[src/rtl/bdtp_pkg.sv]
// shared types and constants for the branch direction and target predictor
// no dependencies; imported by every module of the block
`default_nettype none

package bdtp_pkg;

  // fixed widths of the stream fields
  localparam int unsigned FIELD_ADDR_BITS  = 48;
  localparam int unsigned FIELD_TOTAL_BITS = 32;
  localparam int unsigned IN_DATA_BITS     = 104;
  localparam int unsigned OUT_DATA_BITS    = 152;

  typedef logic [FIELD_ADDR_BITS-1:0]  addr_t;
  typedef logic [FIELD_TOTAL_BITS-1:0] total_t;

  // two-bit direction counter codes
  typedef enum logic [1:0] {
    PT  = 2'd0,  // strong taken
    PTN = 2'd1,  // weak taken
    PNT = 2'd2,  // weak not-taken
    PN  = 2'd3   // strong not-taken
  } ctr_t;

  typedef enum logic [1:0] {
    ST_CLEAR,
    ST_IDLE,
    ST_LOOKUP
  } state_t;

  // table port strobes
  typedef struct packed {
    logic rd_en;
    logic wr_en;
  } tbl_ctrl_t;

  typedef struct packed {
    logic clear_busy;
  } tbl_status_t;

  // outcome of one lookup
  typedef struct packed {
    logic pred_taken;
    logic dir_wrong;
    logic tgt_wrong;
    logic hit;
  } pred_flags_t;

endpackage

`default_nettype wire

[src/rtl/bdtp_update.sv]
// tag compare, prediction and counter/target training of one table entry
// combinational; uses bdtp_pkg
`default_nettype none

module bdtp_update #(
  parameter int unsigned AW = 48,
  parameter int unsigned TB = 38
) (
  input  wire logic [AW+TB+3:0]     rd_word,
  input  wire logic [TB-1:0]        in_tag,
  input  wire logic [AW-1:0]        in_tgt,
  input  wire logic                 in_taken,
  output logic [AW+TB+3:0]          wr_word,
  output logic [AW-1:0]             pred_tgt,
  output bdtp_pkg::pred_flags_t     flags
);
  import bdtp_pkg::*;

  localparam int unsigned EW = AW + TB + 4;

  logic          e_valid;
  logic [TB-1:0] e_tag;
  ctr_t          e_ctr;
  logic          e_dir;
  logic [AW-1:0] e_tgt;
  logic          hit;
  ctr_t          cur_ctr;
  logic          cur_dir;
  logic [AW-1:0] cur_tgt;
  ctr_t          n_ctr;
  logic          n_dir;
  logic [AW-1:0] n_tgt;
  logic          flip;

  assign e_valid = rd_word[0];
  assign e_tag   = rd_word[TB:1];
  assign e_ctr   = ctr_t'(rd_word[TB+2:TB+1]);
  assign e_dir   = rd_word[TB+3];
  assign e_tgt   = rd_word[EW-1:TB+4];

  assign hit = e_valid && (e_tag == in_tag);

  // a miss starts from a fresh strong-taken entry with no target
  assign cur_ctr = hit ? e_ctr : PT;
  assign cur_dir = hit ? e_dir : 1'b1;
  assign cur_tgt = hit ? e_tgt : '0;

  always_comb begin
    n_ctr = cur_ctr;
    flip  = 1'b0;
    if (in_taken) begin
      case (cur_ctr)
        PTN:     n_ctr = PT;
        PNT: begin
          n_ctr = PTN;
          flip  = 1'b1;
        end
        PN:      n_ctr = PNT;
        default: n_ctr = PT;
      endcase
    end else begin
      case (cur_ctr)
        PT:      n_ctr = PTN;
        PTN: begin
          n_ctr = PNT;
          flip  = 1'b1;
        end
        PNT:     n_ctr = PN;
        default: n_ctr = PN;
      endcase
    end
    n_dir = flip ? in_taken : cur_dir;
    // zero target counts as unset; a direction flip relearns it
    n_tgt = (flip || (cur_tgt == '0)) ? in_tgt : cur_tgt;
  end

  assign wr_word          = {n_tgt, n_dir, n_ctr, in_tag, 1'b1};
  assign pred_tgt         = cur_tgt;
  assign flags.pred_taken = cur_dir;
  assign flags.dir_wrong  = cur_dir != in_taken;
  assign flags.tgt_wrong  = cur_tgt != in_tgt;
  assign flags.hit        = hit;

endmodule

`default_nettype wire

[config.mk]
export PLATFORM = sky130hd
export DESIGN_NAME = bdtp_update
export DESIGN_NICKNAME = d
export VERILOG_FILES = /design/src/rtl/bdtp_pkg.sv /design/src/rtl/bdtp_update.sv
export SDC_FILE = /design/constraint.sdc
export NUM_CORES = 1
export LEC_CHECK = 0
export BUFFER_PORTS_ARGS = -buffer_cell sky130_fd_sc_hd__buf_2
export CAP_MARGIN = 10
export CORE_AREA = 4 4 121 123
export DETAILED_ROUTE_END_ITERATION = 8
export DIE_AREA = 0 0 125 127
export PLACE_DENSITY = 0.58
export SETUP_SLACK_MARGIN = 0.3
export SYNTH_ARGS = -nofsm -noshare
export SYNTH_HDL_FRONTEND = slang
export SYNTH_SLANG_ARGS = --single-unit
[constraint.sdc]
create_clock -name vclk -period 5.9
set_clock_uncertainty 0.2 [all_clocks]
set_input_delay 1.77 -clock vclk [all_inputs]
set_output_delay 1.77 -clock vclk [all_outputs]
set_load 0.005 [all_outputs]
==> Word level (Yosys, flattened, before mapping) <==
Index checks and enable logic that the tools add are counted.
{ "word_totals": {"elab_cells": 21, "in_bits": 177, "output_inout_bits": 142, "ff_bits": 0} }
{ "op_classes": {"n_reduce_logical": 4, "n_mux": 11, "n_eq_ne": 6} }
{ "ops": {"columns": ["op", "count"], "rows": [
  ["$mux 48", 2],
  ["$logic_not 48->1", 1],
  ["$ne 48x48->1", 1],
  ["$eq 38x38->1", 1],
  ["$pmux 2 s2", 2],
  ["$mux 1", 5],
  ["$eq 2x2->1 const B", 2],
  ["$mux 2", 2],
  ["$eq 2x1->1 const B", 1],
  ["$logic_not 2->1", 1],
  ["$logic_and 1x1->1", 1],
  ["$logic_or 1x1->1", 1],
  ["$ne 1x1->1", 1]
]} }

==> Depth between registers and ports, before layout <==
Gate-level depths: netlist of the first run.
{ "logic_depth": {"ltp_word": 8, "mapped_depth": 10, "ltp_nobuf": 8} }

==> Least setup slack after synthesis of the first run <==
OpenSTA, ideal clock, no wires.
{ "synth_path": {"path_kind": "input-to-output", "startpoint": "input port rd_word[12]", "endpoint": "output port flags[1] (netlist bit)", "stages": 10, "arrival_ns": 3.672, "n_path_buf": 2, "slack_ns": 0.258, "required_ns": 3.930, "cell_sequence": "nor2b_1 a2111o_1 nor4_4 and3_1 buf_6 buf_6 nand2_1 a22o_1 nor4b_2 nand4_1"} }
{ "synth_lines": {"columns": ["item", "line", "source"], "rows": [
  ["start: declaration", "bdtp_update.sv:9", "input wire logic [AW+TB+3:0] rd_word,"],
  ["end: declaration", "bdtp_update.sv:15", "output bdtp_pkg::pred_flags_t flags"]
]} }

==> reports/metrics.cfg, run 1 <==
[detailed_routing]
vias = 4282
wl_per_cell_um = 15.49
first_pass_iters = 4
drt_wl_total_um = 14470
drc = 0
viasPerCell = 4.585
ant_nets = 0
drtIter0Drc = 131

[place]
place_congestion = 0.8854
dpl.hpwl_um = 12730
portBuffers = 318
place_area_mm2 = 0.004728

[global_routing]
grt_use_met1_pct = 20.93
grt_busiest_layer = met2
grt_pass1_vias = 4129
met3_usage_pct = 1.756
grt_pass1_wl_um = 21430
grtUsageMet2_pct = 29.96
grt_overflow_total = 0
grt_max_degree = 28
track_usage_pct = 16.07
antenna_found_initial = 1

[final_layout]
area_growth_pct = 74.09
seq_cells = 0
drive_gt1_share_pct = 61.01
final_nets = 933
design_area_mm2 = 0.005171
clkbuf_count = 0
num_antenna_cells = 0
regArea_um2 = 0

[synth]
synth_seq_area_share_pct = 0
yosysTopAreaCell = mux2_2
syn_nets = 618
yosys-top-cells-area = mux2_2 (16%), xnor2_1 (15%), buf_4 (11%), and2_1 (8.6%), nand2_1 (5.2%)
avgSynthCellArea_um2 = 6.735
yosysWarnings = 0
netlist_area_mm2 = 0.002970
synthDistinctLibCells = 42
yosysMostFrequentCell = xnor2_1
netlist_instances = 441
ys_top_cells_by_count = xnor2_1 (51), mux2_2 (43), buf_4 (42)
yosysTopAreaCellShare_pct = 16.30

[worst_hold_path]
hp-class = in -> out
min_from = in_tag[15]
hold_depth = 2
min_to = wr_word[16]

[critical_path]
crit_path_start_kind = input pin
critPathKind = in -> out
critPathMaxFanout = 4
cp.arrival_ps = 4070
worstPathRequired_ps = 3930
cp-end-kind = output port

[run]
cap_violations = 0

[run_status]
violations = negative setup slack
status = finished, violations left

[die]
die_w_um = 125
die-height_um = 127
rows = 43
dieArea_mm2 = 0.01588
io_pins = 319
core_area_mm2 = 0.01367
start_util_pct = 21.74

[timing]
hold_viol_final = 0
period_share_pct = 102.3
holdWs_ps = 3523
max_freq_mhz = 165.7
period_needed_ps = 6036
fin_ws_ps = -136.1
setup_viol = 1
finalMaxSlewViolations = 0
rsz0062_at_grt = yes

[cts]
cts_hold_buffers = 0

[power]
finalPower_w = 0.0002463
power_density_mw_per_mm2 = 47.62
power.leakage_nw = 2.662
ir_drop_mv = 0.03725

## repair_timing
action | 4_1_cts | 5_1_grt
setup buffers | 3 | 6
hold endpoints to repair | 0 | 0
endpoints found under the setup margin | 73 | 92
pin swaps | 15 | 24
cloned | 1 | 1
gates resized for setup | 22 | 55
## power by group
group	internal (W)	switching, W
Combinational	0.000127	0.000119
Sequential	0	0
Clock	0	0
Total	0.000127	0.000119
## metal layers
layer	wire [um]	part of all wire, %
met5	7	0.048
met4	104	0.72
met3	823	5.7
met2	7330	51
met1	6199	43
## cells in the final DEF, fill, tap and decap left out, drive strengths merged
| cell | netlist | layout |
|---|---|---|
| o2111ai | 2 | 2 |
| a21o | 2 | 2 |
| nor3 | 3 | 3 |
| o21ai | 25 | 25 |
| nor2 | 37 | 37 |
| and3 | 9 | 9 |
| buf | 46 | 367 |
| nand3 | 22 | 22 |
| a221o | 1 | 1 |
| mux2 | 43 | 43 |
| a22o | 3 | 3 |
| nand2 | 42 | 42 |
| inv | 15 | 15 |
| a22oi | 6 | 6 |
| nand4 | 16 | 16 |
| a21oi | 8 | 8 |
| nor4b | 1 | 1 |
| o211ai | 2 | 2 |
| nor2b | 3 | 3 |
| a211oi | 1 | 1 |
| a2111o | 1 | 1 |
| o22ai | 3 | 3 |
| clkbuf | 10 | 2 |
| xnor2 | 51 | 51 |
| a221oi | 1 | 1 |
| and2 | 41 | 41 |
| and4 | 3 | 3 |
| maj3 | 1 | 1 |
| o31ai | 16 | 16 |
| o32a | 1 | 1 |
| xor2 | 3 | 3 |
| conb | 1 | 1 |
| nand2b | 7 | 7 |
| nand4b | 1 | 1 |
| o221ai | 2 | 2 |
| nor4 | 9 | 9 |
| a31oi | 1 | 1 |
| or2 | 2 | 2 |
## how the worst max path moves through the flow
| stage | startpoint | slack [ps] | end | depth (start not counted) |
|---|---|---|---|---|
| floorplan | in_tag[22] | 320 | flags[1] | 10 |
| global placement | in_tag[26] | -420 | flags[1] | 13 |
| detailed placement | in_tag[26] | -330 | flags[1] | 13 |
| CTS | in_tag[25] | -200 | flags[1] | 12 |
| global route | in_tag[13] | -310 | flags[1] | 14 |
| finish | rd_word[12] | -140 | flags[1] | 13 |
## through the flow
step	worst slack (ps)	std cells	TNS [ps]	util [%]
floorplan	319.1	441	0	-
global placement	-416.4	923	-4811	34.60
detailed placement	-329.7	923	-6475	34.60
CTS	-197.6	927	-5320	35.69
global route	-309.8	934	-4262	37.84
finish	-136.1	934	-136.1	37.84
## cell type report
class / instances / area [um2]
Fill cell: 1487 / 8494
Inverter: 15 / 56.30
Multi-Input combinational cell: 370 / 2744
Tap cell: 180 / 225.2
Timing Repair Buffer: 369 / 2146
## logic make-up after synthesis
| group | Yosys count | share of synthesized area [%] |
|---|---|---|
| simple gates | 196 | 35.80 |
| compound gates | 75 | 16.64 |
| buf+inv | 71 | 14.87 |
| xor+xnor | 54 | 15.92 |
| mux | 43 | 16.30 |
| fa+ha+maj | 1 | 0.3370 |
| other cells | 1 | 0.1262 |
## critical path, stage by stage
cell      delay (ps)
buf_6             90
nor2b_4          110
a2111o_1         410
nor4_4           260
and3_4           300
buf_12           110
buf_16           100
and3_4           170
o211ai_1         130
nor4_2           160
buf_4            150
nand4_1          130
buf_2            170
Note: power is estimated with default switching activity, not from simulation.
==> run 2: changes to the inputs <==
--- a/config.mk
+++ b/config.mk
@@ -5,12 +5,13 @@
 export SDC_FILE = /design/constraint.sdc
 export NUM_CORES = 1
 export LEC_CHECK = 0
+export ABC_AREA = 1
 export BUFFER_PORTS_ARGS = -buffer_cell sky130_fd_sc_hd__buf_2
 export CAP_MARGIN = 10
-export CORE_AREA = 4 4 121 123
+export CORE_AREA = 4 4 123 125
 export DETAILED_ROUTE_END_ITERATION = 8
-export DIE_AREA = 0 0 125 127
-export PLACE_DENSITY = 0.58
+export DIE_AREA = 0 0 127 129
+export PLACE_DENSITY = 0.64
 export SETUP_SLACK_MARGIN = 0.3
 export SYNTH_ARGS = -nofsm -noshare
 export SYNTH_HDL_FRONTEND = slang
==> constraint.sdc (replaced) <==
create_clock -name vclk -period 7.71
set_clock_uncertainty 0.2 [all_clocks]
set_input_delay 2.313 -clock vclk [all_inputs]
set_output_delay 2.313 -clock vclk [all_outputs]
set_load 0.005 [all_outputs]
==> reports/metrics.cfg, run 2 <==
[run_status]
status = finished, final reports clean

[power]
sequentialPowerShare_pct = 0  ; unchanged
clock_power_share_pct = 0  ; unchanged
power_density_mw_per_mm2 = 33.99  ; -29%
intPower_w = 0.00007895  ; -38%
ir_drop_mv = 0.02048  ; -45%
finalPower_w = 0.0001824  ; -26%
p_sw_share_pct = 56.72  ; +8.5 points
power.leakage_nw = 4.132  ; +55%
p_sw_w = 0.0001035  ; -13%
power.share.combinational_pct = 100.0  ; about the same

[timing]
maxSlewHeadroom_pct = 60.63
rsz0062_at_grt = no
max_freq_mhz = 140.4
tightest_slew_ps = 582.9
holdWs_ps = 4625  ; +1101 ps
setup-tns-final_ps = 0  ; +136.1 ps
hold_viol_final = 0  ; unchanged
setup_viol = 0  ; -1
period_share_pct = 92.38
period_needed_ps = 7122
finalMaxSlewViolations = 0  ; unchanged

[detailed_routing]
wl_met2_um = 8401  ; +15%
viasPerCell = 4.369  ; -4.7%
top_layer = met4
drtIter0Drc = 333  ; +150%
routedLengthMet1_um = 8160  ; +32%
ant_nets = 0  ; unchanged
first_pass_iters = 5  ; +1
drt_wl_total_um = 17950  ; +24%
vias = 5841  ; +36%
dr_wl_met3_um = 1261  ; +53%
drc = 0  ; unchanged
wl_per_cell_um = 13.43  ; -13%

[final_layout]
final_common_cell = nand2_1
regArea_um2 = 0  ; unchanged
multiInputGateArea_mm2 = 0.002681  ; -2.3%
drive_gt1_share_pct = 30.02  ; -31 points
area_growth_pct = 38.21
final_cell_mix = nand2_1 (414), buf_2 (318), inv_1 (187)
final_nets = 1335  ; +43%
fillers = 1655  ; +11%
seq_cells = 0  ; unchanged
clkbuf_count = 0  ; unchanged
stdcell_count = 1337  ; +43%

[synth]
synth_seq_area_share_pct = 0  ; unchanged
netlist_area_mm2 = 0.003884  ; +31%
yosysMostFrequentCell = nand2_1
netlist_instances = 893  ; +100%
yosysTopAreaCell = nand2_1
yosys-top-cells-area = nand2_1 (40%), inv_1 (18%), nand3_1 (12%), buf_4 (9.3%), nor2_1 (7.5%)
ys_top_cells_by_count = nand2_1 (414), inv_1 (187), nand3_1 (90)
avgSynthCellArea_um2 = 4.349  ; -35%
synthDistinctLibCells = 23  ; -45%
yosysTopAreaCellShare_pct = 40.01  ; +24 points
yosysWarnings = 0  ; unchanged
syn_nets = 1070  ; +73%

[critical_path]
crit_path_start_kind = input pin
crit_buf_inv = 6  ; +1
path_cells = buf_2 > nand2_1 > inv_1 > nor2_1 > nor2_1 > nand2_1 > nor2_1 > nand2_1 > nor2_4 > buf_12 > buf_12 > o41ai_1 > nand2_1 > nor2_1 > nand3_2 > nand2_4 > buf_12 > nand2_1 > nand2_1 > buf_2
critPathKind = in -> out
worstPathRequired_ps = 5200  ; +1270 ps
cp.depth = 20  ; +7
cpPeakStageDelay_ps = 250  ; -160 ps
cp.arrival_ps = 4610  ; +540 ps
cp_top_family = simple AND/OR/NAND/NOR gates
cp_slowest_cell = nor2_1
cp-end-kind = output port
crit_top_cell = nand2_1
critPathMaxFanout = 32  ; +28

[die]
start_util_pct = 27.98  ; +6.2 points
dieArea_mm2 = 0.01638  ; +3.2%
io_pins = 319  ; unchanged
die-height_um = 129  ; +1.6%
rows = 43  ; unchanged
die_w_um = 127  ; +1.6%
core_area_mm2 = 0.01388  ; +1.6%

[global_routing]
grt_pass1_wl_um = 26840  ; +25%
antenna_found_initial = 1  ; unchanged
grt_pass1_vias = 5193  ; +26%
grt_overflow_total = 0  ; unchanged
track_usage_pct = 19.90  ; +3.8 points
grt_max_degree = 49  ; +75%

[place]
placed_cells = 1333  ; +44%
dpl.hpwl_um = 15550  ; +22%
place_congestion = 0.9110  ; +2.9%
portBuffers = 318  ; unchanged

[run]
cap_violations = 0  ; unchanged

[worst_hold_path]
hp-class = in -> out
hold_depth = 2  ; unchanged

run 2: cell types whose count changed in the layout (fill, tap and decap cells not counted), moves of 19 or more:
cell,change
buf_4,-21
and2_1,-22
and2_4,-19
xnor2_1,-46
mux2_2,-42
nand2_1,+374
nand3_1,+69
inv_1,+172
o21ai_0,-19
nor2_1,+40
run 2: power groups by stage:
stage | Clock (W) | Sequential (W) | Combinational [W]
5_1_grt | 0.0000000000173 | 0 | 0.000208
4_1_cts | 0 | 0 | 0.000182
2_1_floorplan | 0 | 0 | 0.0000882
3_5_place_dp | 0 | 0 | 0.000181
6_report | 0.0000000000174 | 0 | 0.000182
3_3_place_gp | 0 | 0 | 0.000180
run 2: metal layers:
metal	global-route usage, %	vias up
met3	2.200	12
li1	-	3136
met5	0	-
met2	33.84	199
met1	28.39	2494
met4	1.199	0
run 2: final timing paths:
kind / slack (ps) / end / startpoint
hold / removal: 4620 / wr_word[13] / in_tag[12]
setup / recovery: 590 / wr_word[59] / in_tag[26]
run 2: logic make-up after synthesis:
family / share of synthesized area [%]
other: 0.09656
AOI/OAI and AO/OA: 3.286
xor gates and xnor gates: 0.4511
buffers and inverters: 31.22
and+or+nand+nor: 64.95
run 2: metrics by stage:
step                      cell area (um2)  setup WS, ps  utilization (%)
final                                5368         587.5            38.67
after global routing                 5368         346.6            38.67
after CTS                            5321         319.9            38.34
after detailed placement             5321         322.3            38.34
after global placement               5321         338.9            38.34
after floorplan                      3884          1369                -
run 2: layout make-up:
cell class         instances  area share [%]
multi-input cells        633           49.95
repair buffers           333           32.52
inverters                190           13.29
well taps                180           4.196
diodes                     1         0.04662
run 2: what timing repair did:
action	CTS	global route
buffers inserted	0	3
hold buffers	0	0
gates resized for setup	0	2
endpoints found under the setup margin	0	49
==> run 3: changes to the inputs <==
==> constraint.sdc (replaced) <==
create_clock -name vclk -period 7.71
set_clock_uncertainty 0.2 [all_clocks]
set_input_delay 2.313 -clock vclk [all_inputs]
set_output_delay 2.313 -clock vclk [all_outputs]
set_load 0.1 [all_outputs]
==> reports/metrics.cfg, run 3 (synthesis results as in run 2) <==
[timing]
holdWs_ps = 4820  ; +195.4 ps
fin_ws_ps = 467.3  ; -120.2 ps
maxSlewHeadroom_pct = 65.66  ; +5.0 points
setup_viol = 0  ; unchanged
max_freq_mhz = 138.1  ; -1.7%
setup-tns-final_ps = 0  ; unchanged
finalMaxSlewViolations = 0  ; unchanged
period_needed_ps = 7243  ; +120.2 ps
period_share_pct = 93.94  ; +1.6 points
tightest_slew_ps = 518.7  ; -64.18 ps
hold_viol_final = 0  ; unchanged
rsz0062_at_grt = yes

[final_layout]
final_common_cell = nand2_1
final_nets = 1339  ; +0.30%
fillers = 1622  ; -2.0%
stdcell_count = 1341  ; +0.30%
seq_cells = 0  ; unchanged
drive_gt1_share_pct = 30.34  ; +0.33 points
regArea_um2 = 0  ; unchanged
clkbuf_count = 0  ; unchanged
area_growth_pct = 46.39
final_cell_mix = nand2_1 (414), buf_2 (269), inv_1 (187)

[critical_path]
critPathKind = in -> out
worstPathRequired_ps = 5200  ; about the same
crit_path_start_kind = input pin
critPathMaxFanout = 37  ; +16%
cp.arrival_ps = 4730  ; +120 ps
cp-end-kind = output port

[place]
portBuffers = 318  ; unchanged
placed_cells = 1336  ; +0.23%
dpl.hpwl_um = 15990  ; +2.8%
dpl_worst_slack_ps = 307.7  ; -14.67 ps
place_congestion = 0.9432  ; +3.5%

[detailed_routing]
drtIter0Drc = 295  ; -11%
vias = 5969  ; +2.2%
first_pass_iters = 4  ; -1
ant_nets = 0  ; unchanged
drt_wl_total_um = 18460  ; +2.9%
wl_per_cell_um = 13.77  ; +2.6%
viasPerCell = 4.451  ; +1.9%
drc = 0  ; unchanged

[die]
dieArea_mm2 = 0.01638  ; unchanged
die-height_um = 129  ; unchanged
start_util_pct = 27.98  ; unchanged
die_w_um = 127  ; unchanged
core_area_mm2 = 0.01388  ; unchanged
rows = 43  ; unchanged
io_pins = 319  ; unchanged

[power]
ir_drop_mv = 0.06433  ; +210%
finalPower_w = 0.0003783  ; +110%
power_density_mw_per_mm2 = 66.54  ; +96%
power.leakage_nw = 4.248  ; +2.8%

[global_routing]
grt_pass1_vias = 5199  ; +0.12%
grt_max_degree = 38  ; -22%
antenna_found_initial = 2  ; +1
grt_pass1_wl_um = 26770  ; -0.26%
grt_overflow_total = 0  ; unchanged
track_usage_pct = 20.06  ; +0.16 points

[run_status]
status = finished, final reports clean

[worst_hold_path]
hold_depth = 2  ; unchanged
hp-class = in -> out

[cts]
cts_hold_buffers = 0  ; unchanged

[run]
cap_violations = 0  ; unchanged

[run 3: cell count changes in the layout (fill, tap and decap cells not counted), sizes merged]
| cell | previous run | this run |
|---|---|---|
| clkbuf | 0 | 2 |
| buf | 333 | 335 |
[run 3: per-layer routing]
| layer | routed length (um) | global-route usage, % | vias to the layer above | part of all wire [%] |
|---|---|---|---|---|
| met2 | 8872 | 34.53 | 183 | 48 |
| li1 | - | - | 3143 | - |
| met4 | 150 | 1.325 | 2 | 0.81 |
| met1 | 8572 | 28.92 | 2627 | 46 |
| met5 | 13 | 0 | - | 0.070 |
| met3 | 854 | 1.121 | 14 | 4.6 |
[run 3: critical path, stage by stage]
cell and delay, ps:
buf_2 130, nor2_1 130, inv_1 50, nand2_1 100, nor2_1 50, nand2_1 50, nor2_1 40, nand2_1 140
nor2_4 50, buf_12 140, buf_12 150, o41ai_1 70, nand2_1 80, nor2_1 200, nand3_2 200, nand2_2 150
buf_12 200, nand2_1 70, nand2_1 60, clkbuf_4 320
[run 3: repair_timing]
action                                  4_1_cts  5_1_grt
pin swaps                                     0        2
buffers inserted                              0        4
gates resized for setup                       1      117
endpoints found under the setup margin        1       48
gates cloned                                  0        0
[run 3: worst paths after layout]
| check | end | startpoint | slack (ps) |
|---|---|---|---|
| worst min-delay path | wr_word[5] | in_tag[4] | 4820 |
| worst max-delay path | wr_word[49] | in_tag[0] | 470 |
[run 3: area by class of cell]
cell class	instances	area (um2)	share of cell area, %
multi-input cells	633	2679	47.12
diodes	1	2.502	0.04401
inverters	190	713.2	12.54
repair buffers	337	2066	36.33
well taps	180	225.2	3.961
[run 3: metrics by stage]
step                util (%)  area (um2)
floorplan                  -        3886
global placement       38.93        5404
detailed placement     38.93        5404
CTS                    38.95        5406
global route           40.96        5685
finish                 40.96        5685
[run 3: power breakdown]
| group | internal [W] | switching, W | leakage, nW |
|---|---|---|---|
| registers | 0 | 0 | 0 |
| clock network | 0.0000000000174 | 0 | 0.00000634 |
| logic | 0.0000944 | 0.000284 | 4.25 |
| total | 0.0000944 | 0.000284 | 4.25 |
